**config.mk**
```make
export PLATFORM = sky130hd
export DESIGN_NAME = buffer_slot_manager_lru
export DESIGN_NICKNAME = d
export VERILOG_FILES = /design/src/bsm_pkg.sv /design/src/bsm_cell.sv /design/src/bsm_ctrl.sv /design/src/buffer_slot_manager_lru.sv
export SDC_FILE = /design/constraint.sdc
export NUM_CORES = 2
export LEC_CHECK = 0
export ABC_AREA = 0
export BUFFER_PORTS_ARGS = -buffer_cell sky130_fd_sc_hd__clkbuf_2
export CELL_PAD_IN_SITES_DETAIL_PLACEMENT = 1
export CELL_PAD_IN_SITES_GLOBAL_PLACEMENT = 2
export CORE_MARGIN = 2
export CORE_UTILIZATION = 50
export DETAILED_ROUTE_END_ITERATION = 7
export GPL_ROUTABILITY_DRIVEN = 0
export PLACE_DENSITY = 0.77
export SYNTH_ARGS = -nofsm -noshare
export SYNTH_HDL_FRONTEND = slang
export SYNTH_SLANG_ARGS = --single-unit
```
**constraint.sdc**
```tcl
create_clock -name clk -period 26.4 [get_ports clk]
set_input_delay 0 -clock clk [delete_from_list [all_inputs] [get_ports clk]]
set_output_delay 0 -clock clk [all_outputs]
set_load 0.01 [all_outputs]
```
**src/bsm_pkg.sv**
```systemverilog
package bsm_pkg;

	localparam int BLOCK_W = 13;
	localparam int SLOT_W  = 5;

	// command codes
	localparam logic [1:0] OP_LOOKUP = 2'd0;
	localparam logic [1:0] OP_ALLOC  = 2'd1;
	localparam logic [1:0] OP_MARK   = 2'd2;
	localparam logic [1:0] OP_FLUSH  = 2'd3;

	// status codes
	localparam logic [1:0] ST_OK     = 2'd0;
	localparam logic [1:0] ST_RANGE  = 2'd1;
	localparam logic [1:0] ST_ABSENT = 2'd2;

	typedef struct packed {
		logic [1:0]         opcode;
		logic [BLOCK_W-1:0] block_number;
	} cmd_t;

	typedef struct packed {
		logic [1:0]         status;
		logic [SLOT_W-1:0]  slot;
		logic               writeback_valid;
		logic [SLOT_W-1:0]  writeback_slot;
		logic [BLOCK_W-1:0] writeback_block;
		logic               last;
	} result_t;

	// flags and block number held by one cell of the ring
	typedef struct packed {
		logic               free;
		logic               dirty;
		logic [BLOCK_W-1:0] block;
	} entry_t;

	typedef enum logic [1:0] {
		S_IDLE,
		S_SCAN,
		S_PLACE,
		S_TAIL
	} state_t;

endpackage

```
**src/bsm_cell.sv**
```systemverilog
module bsm_cell #(
	parameter int AGE_BITS = 16
) (
	input  logic                clk,
	input  logic                arst_n,
	input  logic                shift,
	input  bsm_pkg::entry_t     d_entry,
	input  logic [AGE_BITS-1:0] d_age,
	output bsm_pkg::entry_t     q_entry,
	output logic [AGE_BITS-1:0] q_age
);
	import bsm_pkg::*;

	logic                free_q;
	logic                dirty_q;
	logic [BLOCK_W-1:0]  block_q;
	logic [AGE_BITS-1:0] age_q;

	// reset to a free slot; take the neighbor's slot while the ring turns
	always_ff @(posedge clk or negedge arst_n) begin
		if (!arst_n) begin
			free_q  <= 1'b1;
			dirty_q <= 1'b0;
			age_q   <= '0;
		end else if (shift) begin
			free_q  <= d_entry.free;
			dirty_q <= d_entry.dirty;
			age_q   <= d_age;
		end
	end

	// block number is meaningful only once the slot is occupied
	always_ff @(posedge clk) begin
		if (shift) begin
			block_q <= d_entry.block;
		end
	end

	assign q_entry = '{free: free_q, dirty: dirty_q, block: block_q};
	assign q_age   = age_q;

endmodule

```
**src/bsm_ctrl.sv**
```systemverilog
module bsm_ctrl #(
	parameter int SLOT_COUNT       = 32,
	parameter int DISK_BLOCK_COUNT = 8192,
	parameter int AGE_BITS         = 16
) (
	input  logic                clk,
	input  logic                arst_n,
	input  logic                start,
	input  bsm_pkg::cmd_t       cmd,
	output logic                busy,
	output logic                strobe,
	output bsm_pkg::result_t    result,
	input  bsm_pkg::entry_t     head_entry,
	input  logic [AGE_BITS-1:0] head_age,
	output logic                shift,
	output bsm_pkg::entry_t     tail_entry,
	output logic [AGE_BITS-1:0] tail_age
);
	import bsm_pkg::*;

	localparam int IDX_W = $clog2(SLOT_COUNT);
	localparam logic [IDX_W-1:0] LAST_IDX = IDX_W'(SLOT_COUNT - 1);
	localparam logic [AGE_BITS-1:0] AGE_MAX = {AGE_BITS{1'b1}};

	state_t state_q, state_n;

	logic [IDX_W-1:0]    k_q;
	cmd_t                cmd_q;

	// running scan results
	logic                hit_q, hit_n;
	logic [IDX_W-1:0]    idx_q, idx_n;
	logic                free_hit_q, free_hit_n;
	logic [IDX_W-1:0]    free_idx_q, free_idx_n;
	logic [IDX_W-1:0]    best_idx_q, best_idx_n;
	logic [AGE_BITS-1:0] best_age_q, best_age_n;
	logic                best_dirty_q, best_dirty_n;
	logic [BLOCK_W-1:0]  best_block_q, best_block_n;
	logic                pend_q, pend_n;
	logic [IDX_W-1:0]    pend_idx_q, pend_idx_n;
	logic [BLOCK_W-1:0]  pend_block_q, pend_block_n;

	// allocation decided at the end of the scan
	logic [IDX_W-1:0]    vict_q;
	logic                wb_q;
	logic [BLOCK_W-1:0]  wb_block_q;
	logic                latch_vict;

	logic                strobe_q;
	result_t             result_q;
	logic                emit;
	result_t             emit_word;

	logic                accept;
	logic                out_of_range;
	logic                first;
	logic                occ;
	logic                match;
	logic                take;
	logic                take_free;
	logic                take_best;
	logic                dirty_hit;
	logic [AGE_BITS-1:0] aged;
	logic                at_end;

	assign accept       = start && (state_q == S_IDLE);
	assign out_of_range = 32'(cmd.block_number) >= 32'(DISK_BLOCK_COUNT);
	assign first        = (k_q == '0);
	assign at_end       = (k_q == LAST_IDX);
	assign occ          = !head_entry.free;
	assign match        = occ && (head_entry.block == cmd_q.block_number);
	assign dirty_hit    = occ && head_entry.dirty;
	assign aged         = (occ && head_age != AGE_MAX) ? head_age + 1'b1 : head_age;
	assign take         = match && !(hit_q && !first);
	assign take_free    = head_entry.free && !(free_hit_q && !first);
	assign take_best    = first || (aged > best_age_q);

	// fold the slot at the head into the running scan results
	always_comb begin
		hit_n        = first ? 1'b0 : hit_q;
		idx_n        = idx_q;
		free_hit_n   = first ? 1'b0 : free_hit_q;
		free_idx_n   = free_idx_q;
		best_idx_n   = best_idx_q;
		best_age_n   = best_age_q;
		best_dirty_n = best_dirty_q;
		best_block_n = best_block_q;
		pend_n       = first ? 1'b0 : pend_q;
		pend_idx_n   = pend_idx_q;
		pend_block_n = pend_block_q;
		if (take) begin
			hit_n = 1'b1;
			idx_n = k_q;
		end
		if (take_free) begin
			free_hit_n = 1'b1;
			free_idx_n = k_q;
		end
		if (take_best) begin
			best_idx_n   = k_q;
			best_age_n   = aged;
			best_dirty_n = head_entry.dirty;
			best_block_n = head_entry.block;
		end
		if (dirty_hit) begin
			pend_n       = 1'b1;
			pend_idx_n   = k_q;
			pend_block_n = head_entry.block;
		end
	end

	// next state, ring write-back and result selection
	always_comb begin
		state_n    = state_q;
		shift      = 1'b0;
		tail_entry = head_entry;
		tail_age   = head_age;
		emit       = 1'b0;
		emit_word  = '0;
		latch_vict = 1'b0;
		case (state_q)
			S_IDLE: begin
				if (accept) begin
					if (cmd.opcode != OP_FLUSH && out_of_range) begin
						emit             = 1'b1;
						emit_word.status = ST_RANGE;
						emit_word.last   = 1'b1;
					end else begin
						state_n = S_SCAN;
					end
				end
			end
			S_SCAN: begin
				shift = 1'b1;
				case (cmd_q.opcode)
					OP_ALLOC: begin
						tail_age = aged;
					end
					OP_MARK: begin
						tail_entry.dirty = head_entry.dirty | take;
					end
					OP_FLUSH: begin
						if (dirty_hit && pend_q && !first) begin
							emit                      = 1'b1;
							emit_word.status          = ST_OK;
							emit_word.writeback_valid = 1'b1;
							emit_word.writeback_slot  = SLOT_W'(pend_idx_q);
							emit_word.writeback_block = pend_block_q;
						end
					end
					default: begin
					end
				endcase
				if (at_end) begin
					case (cmd_q.opcode)
						OP_ALLOC: begin
							state_n    = S_PLACE;
							latch_vict = 1'b1;
						end
						OP_FLUSH: begin
							state_n = S_TAIL;
						end
						default: begin
							state_n        = S_IDLE;
							emit           = 1'b1;
							emit_word.last = 1'b1;
							if (hit_n) begin
								emit_word.status = ST_OK;
								emit_word.slot   = SLOT_W'(idx_n);
							end else begin
								emit_word.status = ST_ABSENT;
							end
						end
					endcase
				end
			end
			S_PLACE: begin
				shift = 1'b1;
				if (k_q == vict_q) begin
					tail_entry.free  = 1'b0;
					tail_entry.dirty = 1'b0;
					tail_entry.block = cmd_q.block_number;
					tail_age         = '0;
				end
				if (at_end) begin
					state_n                   = S_IDLE;
					emit                      = 1'b1;
					emit_word.status          = ST_OK;
					emit_word.slot            = SLOT_W'(vict_q);
					emit_word.writeback_valid = wb_q;
					emit_word.writeback_slot  = wb_q ? SLOT_W'(vict_q) : '0;
					emit_word.writeback_block = wb_q ? wb_block_q : '0;
					emit_word.last            = 1'b1;
				end
			end
			S_TAIL: begin
				state_n        = S_IDLE;
				emit           = 1'b1;
				emit_word.last = 1'b1;
				if (pend_q) begin
					emit_word.writeback_valid = 1'b1;
					emit_word.writeback_slot  = SLOT_W'(pend_idx_q);
					emit_word.writeback_block = pend_block_q;
				end
			end
			default: begin
				state_n = S_IDLE;
			end
		endcase
	end

	// hold state, ring position and result strobe
	always_ff @(posedge clk or negedge arst_n) begin
		if (!arst_n) begin
			state_q  <= S_IDLE;
			k_q      <= '0;
			strobe_q <= 1'b0;
		end else begin
			state_q  <= state_n;
			strobe_q <= emit;
			if (shift) begin
				k_q <= at_end ? '0 : k_q + 1'b1;
			end
		end
	end

	// capture command, scan results, victim choice and outgoing word
	always_ff @(posedge clk) begin
		if (accept) begin
			cmd_q <= cmd;
		end
		if (state_q == S_SCAN) begin
			hit_q        <= hit_n;
			idx_q        <= idx_n;
			free_hit_q   <= free_hit_n;
			free_idx_q   <= free_idx_n;
			best_idx_q   <= best_idx_n;
			best_age_q   <= best_age_n;
			best_dirty_q <= best_dirty_n;
			best_block_q <= best_block_n;
			pend_q       <= pend_n;
			pend_idx_q   <= pend_idx_n;
			pend_block_q <= pend_block_n;
		end
		if (latch_vict) begin
			vict_q     <= free_hit_n ? free_idx_n : best_idx_n;
			wb_q       <= !free_hit_n && best_dirty_n;
			wb_block_q <= best_block_n;
		end
		if (emit) begin
			result_q <= emit_word;
		end
	end

	assign busy   = (state_q != S_IDLE);
	assign strobe = strobe_q;
	assign result = result_q;

endmodule

```
**src/buffer_slot_manager_lru.sv**
```systemverilog
// Buffer slot manager with least-recently-allocated replacement. The slot
// table sits in a ring of SLOT_COUNT cells that, while a command runs, turns
// one slot per cycle past a single compare unit at its head, so every command
// not answered as out of range walks the whole table. A command is taken when
// start is high and busy is low. Lookup and mark dirty deliver their word as
// the turn ends; allocate turns the ring once to age the slots and pick the
// victim, then again to place the new block. Flush sends one word per dirty
// slot, at most one per cycle, the last after the turn and flagged by last,
// or only a bare final word if no slot is dirty. An out-of-range block
// answers in the next cycle. Each result word is on result for exactly one
// cycle with strobe high; the receiver must take it then, there is no
// backpressure. Reset empties the table at once; no clearing pass is needed.
module buffer_slot_manager_lru #(
	parameter int SLOT_COUNT       = 32,
	parameter int DISK_BLOCK_COUNT = 8192,
	parameter int AGE_BITS         = 16
) (
	input  logic             clk,
	input  logic             arst_n,
	input  logic             start,
	input  bsm_pkg::cmd_t    cmd,
	output logic             busy,
	output logic             strobe,
	output bsm_pkg::result_t result
);
	import bsm_pkg::*;

	entry_t              ent   [SLOT_COUNT];
	logic [AGE_BITS-1:0] age   [SLOT_COUNT];
	entry_t              tail_entry;
	logic [AGE_BITS-1:0] tail_age;
	logic                shift;

	// ring of slot cells; the head write-back re-enters at the far end
	for (genvar i = 0; i < SLOT_COUNT; i++) begin : g_cell
		if (i == SLOT_COUNT - 1) begin : g_tail
			bsm_cell #(.AGE_BITS(AGE_BITS)) u_cell (
				.clk     (clk),
				.arst_n  (arst_n),
				.shift   (shift),
				.d_entry (tail_entry),
				.d_age   (tail_age),
				.q_entry (ent[i]),
				.q_age   (age[i])
			);
		end else begin : g_body
			bsm_cell #(.AGE_BITS(AGE_BITS)) u_cell (
				.clk     (clk),
				.arst_n  (arst_n),
				.shift   (shift),
				.d_entry (ent[i+1]),
				.d_age   (age[i+1]),
				.q_entry (ent[i]),
				.q_age   (age[i])
			);
		end
	end

	bsm_ctrl #(
		.SLOT_COUNT       (SLOT_COUNT),
		.DISK_BLOCK_COUNT (DISK_BLOCK_COUNT),
		.AGE_BITS         (AGE_BITS)
	) u_ctrl (
		.clk        (clk),
		.arst_n     (arst_n),
		.start      (start),
		.cmd        (cmd),
		.busy       (busy),
		.strobe     (strobe),
		.result     (result),
		.head_entry (ent[0]),
		.head_age   (age[0]),
		.shift      (shift),
		.tail_entry (tail_entry),
		.tail_age   (tail_age)
	);

endmodule

```
After elaboration in Yosys (flattened, before gate mapping). Cells that the tools add are included.

Register bits after elaboration: 1127. Output and inout port bits: 29.

$add $sub $neg: 2. $lt $le $gt $ge: 1. Eq/ne operators: 13. Mux-type cells: 52. Bitwise gates (word level): 1. Reduce and logical (&&, ||, !) cells: 27.

Operator list (count): 19-bit 2-to-1 mux (3); 19-bit case mux with 3 select lines (1); 16-bit 2-to-1 mux (3); 13-bit 2-to-1 mux (3); 5-bit 2-to-1 mux (7); 16-bit case mux with 2 select lines (1); 25-bit 2-to-1 mux (1); 1-bit 2-to-1 mux (19); 16-bit by 1-bit adder with 16-bit output (second input constant) (1); 16-bit > comparator (1); 16-bit != test (second input constant) (1); 15-bit 2-to-1 mux (1); 7-bit 2-to-1 mux (2); 13-bit equality test (1); 1-bit logical AND (11); 5-bit case mux with 2 select lines (1); 2-bit equality test (second input constant) (4); 2-bit 2-to-1 mux (4); 1-bit case mux with 4 select lines (2); 2-bit case mux with 2 select lines (2); 2-bit case mux with 4 select lines (1); 2-bit by 1-bit != test with 1-bit output (second input constant) (3); 2-bit AND reduction (3); 5-bit by 1-bit adder with 5-bit output (second input constant) (1); 12 further kinds (19).

Longest topological paths before layout.
Word-level depth: 10. Depth in mapped cells: 17. Mapped depth without buffers: 14.

Hierarchy. A second synthesis with hierarchy kept.

Cells, all modules: 2228. Area total of the unflattened synthesis: 42956.2 µm².

By module, submodules not included: bsm_cell (instances 32, cells each 53, area each 1128.6 µm²); bsm_ctrl (instances 1, cells each 532, area each 6841.6 µm²).

Least setup slack after synthesis. Ideal clock, no wire load.

Path kind: reg-to-reg. Start point: register u_ctrl.state_q[0]. End point: register g_cell[10].g_body.u_cell.age_q[0]. Library setup time: 125 ps. Arrival time: 10760 ps. Data required time: 26275 ps. Slack: 15515 ps. Stages on the path, launching flop included: 8. Clock period less this slack: 10885 ps. Cells stage by stage: dfrtp_1 inv_1 ha_1 clkbuf_1 clkbuf_1 clkbuf_1 clkbuf_1 mux2_2.

Cells in the longest elaborated chain, start to end: 3. Elaborated cells between the ends (all ways): 4. Those cells by class: eq/ne: 2; mux: 1; reduce/logical: 1.

Ends and longest elaborated chain: from (decl) (line bsm_ctrl.sv:25) `state_t state_q, state_n;`; from (signal assigned) (line bsm_ctrl.sv:219) `state_q <= state_n;`; 2-bit equality test or 2-bit by 1-bit equality test with 1-bit output (tied branches) (line bsm_ctrl.sv:121) `case (state_q)`; 2-bit OR reduction (no source line) (*); 1-bit 2-to-1 mux (*) (line bsm_ctrl.sv:121); to (signal assigned) (line bsm_cell.sv:28) `age_q <= d_age;`; to (decl) (line bsm_cell.sv:17) `logic [AGE_BITS-1:0] age_q;`.

Every way passes the cells marked *; elsewhere a longest branch is shown, timed or not. A chain may end at the register's enable or synchronous reset.

Final worst setup path.
Start point: register u_ctrl.state_q[1]. End point: register g_cell[17].g_body.u_cell.age_q[13].

Cells in the longest elaborated chain, start to end: 3. Elaborated cells between the ends (all ways): 4. Those cells by class: eq/ne: 2; mux: 1; reduce/logical: 1.

Ends and longest elaborated chain (line): 2-bit equality test or 2-bit by 1-bit equality test with 1-bit output (tied branches) (bsm_ctrl.sv:121); 2-bit OR reduction (no source line) (*); 1-bit 2-to-1 mux (*) (bsm_ctrl.sv:121); to (signal assigned) (bsm_cell.sv:28); to (decl) (bsm_cell.sv:17).

Marks and branches as above.

==> results by group <==
Outcome
  • Status: finished, final reports clean

GRT
  • Largest net degree at the start of global routing: 212
  • Vias in the first global route: 20.1k
  • First-pass GRT wire length: 113000 um
  • Initial antenna violation count: 5
  • Total GRT Usage: 17.1%
  • GR Overflow Total: 0

STA
  • Setup TNS: 0 ps
  • Final Critical Period: 5430 ps
  • Unrepaired setup endpoints after global routing: no
  • # setup viols final: 0
  • Final Max Tran Viols: 0
  • Max_slew headroom: 13.9%
  • Clk_skew: 22.8 ps
  • Post-route clock period utilization: 20.6%
  • Tightest Pin Transition: 1290 ps
  • Final WS setup: 20970 ps
  • Hold Vio Cnt, Final: 0
  • Fmax: 184 MHz

Worst setup path
  • Slowest cell delay on critical path: 920 ps
  • CP cell instances: inv_1 > ha_4 > buf_12 > buf_4 > buf_4 > buf_4 > mux2_2
  • R2R Setup Slk: 20970 ps
  • Critical Path AT: 5970 ps
  • Most used cell, CP: buf_4
  • Startpoint Class: register
  • Critical Path End Type: register
  • CP Buf/Inv Count: 5
  • WS Path Type: register to register
  • Critical path's top delay family: buffers and inverters
  • Worst Path Max Fanout: 211
  • CP required: 26940 ps
  • CP max stage cell: buf_4

Synth
  • Synthesized area: 0.0406 sq mm
  • Ys async rst share: 51.9%
  • Synth warn: 0
  • Register area share after synthesis: 76.3%
  • Main flop type after synthesis: dfrtp_1
  • Yosys cell types: 59
  • EDFF count, synth: 542
  • Mapped Cells: 2210
  • Syn_nets: 2253
  • Number of synthesized register bits: 1126
  • Syn avg cell area: 18.4 sq um

Clock network
  • Worst skew pair latency: 680 ps
  • # resized after CTS: 0
  • CTS tree: yes
  • Root Driver: clkbuf_16
  • Max Root-Sink Buffers: 3
  • Total CTS buffers: 112
  • Post-CTS Setup Inserts: 0
  • CTS sink cnt: 1126
  • Clock-pin transition on the worst setup and hold timing paths: 70 ps
  • Htree depth: 3
  • Hold_buf cts: 20

Die
  • # rows: 104
  • IO Count: 47
  • Core area: 0.0804 sq mm
  • Die ar.: 0.0834 sq mm
  • Chip height: 289 um
  • Chip width: 289 um
  • Initial Util: 50.4%

Route
  • Total Routed Length: 68800 um
  • Vias per Instance: 5.34
  • Drt pass-1 iters: 5
  • Drt initial violations: 1178
  • Routed vias: 18.5k
  • DRT antenna net count: 0
  • DRC violations left: 0
  • Post-DR wirelength/cell: 19.8 um

Finish
  • NumNets Final: 2351
  • Finished Layout Cells: 3464
  • Share of cells above drive strength 1: 36.4%
  • Layout area overhead: 13.2%
  • Final Core Density: 57.1%
  • Fin area: 0.0459 sq mm

Run
  • Max Cap Violations: 0

Power
  • Peak supply drop: 0.146 mV
  • Power per cell area: 120 mW/mm^2
  • Leakage power: 0.0198 uW

Place
  • DP Area: 0.0419 sq mm
  • IO buf count: 45
  • Placed instance count: 3234
  • Post-DP HPWL: 38900 um
  • Setup WS pre-CTS: 20940 ps

Min path
  • Worst min path class: primary input to register
==> Yosys cell counts (all sizes together), types with 5 or more instances <==
cell,n,area share (%)
nor4,5,0.077
clkbuf,86,0.80
buf,12,0.24
a21oi,12,0.15
inv,38,0.35
and2,6,0.093
a22oi,22,0.41
o21ai,32,0.39
ha,25,0.77
nor2,50,0.48
o311ai,8,0.17
xnor2,16,0.35
edfxtp,542,40
and3,7,0.12
a222oi,5,0.12
nand3,20,0.25
dfstp,32,2.1
a31oi,10,0.19
o21a,5,0.093
mux2,592,17
xor2,21,0.45
dfrtp,552,34
nand4,15,0.23
or4b,5,0.12
nand2,48,0.44
==> final cells by class <==
class,count,area [sq um]
fillers,7016,34500
flip-flops and latches,1126,30900
multi-input cells,948,9080
clock buffers,158,3160
well taps,1060,1330
clock inverters,51,667
repair buffers,82,618
inverters,38,143
diodes,1,2.50
==> cell families after synthesis <==
kind of cell	Yosys count	synth area share, %
fa+ha+maj	25	0.771
buf+inv	136	1.39
other cells	1	0.00925
mux	595	16.6
compound gates	115	2.00
flops	1126	76.3
simple gates	175	2.20
xor+xnor	37	0.799
==> registers in the layout, summed over array words and instances (netlist names), 2 cells and up <==
register                      cells
g_cell.g_body.u_cell.block_q    403
g_cell.g_body.u_cell.dirty_q     31
g_cell.g_body.u_cell.free_q      31
g_cell.g_body.u_cell.q_age      496
g_cell.g_tail.u_cell.block_q     13
g_cell.g_tail.u_cell.q_age       16
u_ctrl.best_age_q                16
u_ctrl.best_block_q              13
u_ctrl.best_idx_q                 5
u_ctrl.cmd_q                     15
u_ctrl.free_idx_q                 5
u_ctrl.idx_q                      5
u_ctrl.k_q                        5
u_ctrl.pend_block_q              13
u_ctrl.pend_idx_q                 5
u_ctrl.result                    26
u_ctrl.state_q                    2
u_ctrl.vict_q                     5
u_ctrl.wb_block_q                13
==> cell usage in the layout (no fill, tap or decap), types with 19 or more instances in the layout <==
master	instances
mux2_2	584
dfrtp_1	552
edfxtp_1	542
clkbuf_16	114
nor2_1	49
nand2_1	48
clkbuf_2	44
inv_1	38
o21ai_0	32
dfstp_2	32
clkbuf_1	28
ha_1	24
a22oi_1	22
xor2_1	21
nand3_1	20
dlygate4sd3_1	19
==> final timing paths <==
check                                                       to  cells past startpoint                                start
min in group asynchronous     g_cell[6].g_body.u_cell.q_age[4]                      4                               arst_n
hold / removal                                u_ctrl.cmd_q[12]                      2                              cmd[12]
setup reg to reg            g_cell[17].g_body.u_cell.q_age[13]                      7                    u_ctrl.state_q[1]
max in group asynchronous    g_cell[15].g_body.u_cell.q_age[6]                      6                               arst_n
hold reg to reg            g_cell[29].g_body.u_cell.block_q[1]                      0  g_cell[30].g_body.u_cell.block_q[1]
setup / recovery            g_cell[17].g_body.u_cell.q_age[13]                      7                    u_ctrl.state_q[1]
==> per-stage QoR <==
step / hold slack [ps] / total power (uW)
3_5_place_dp: 26.1 / 3930
2_1_floorplan: -296 / 3800
6_report: 42.4 / 5520
5_1_grt: 41.0 / 5800
4_1_cts: 1.08 / 5590
3_3_place_gp: 16.2 / 3880
==> layer usage <==
| layer | GRT usage [%] | part of all wire (%) | vias up |
|---|---|---|---|
| met2 | 27.0 | 48 | 310 |
| met4 | 5.17 | 2.0 | 2 |
| met1 | 24.7 | 46 | 9710 |
| met5 | 0 | 0.020 | - |
| met3 | 2.89 | 4.3 | 105 |
| li1 | - | - | 8383 |
==> where the power goes <==
| part | switching (uW) | total [uW] | internal [uW] |
|---|---|---|---|
| registers | 192 | 2780 | 2580 |
| logic | 712 | 1120 | 411 |
| clock network | 664 | 1620 | 956 |
| total | 1570 | 5520 | 3950 |
Note: power is estimated with default switching activity, not from simulation.
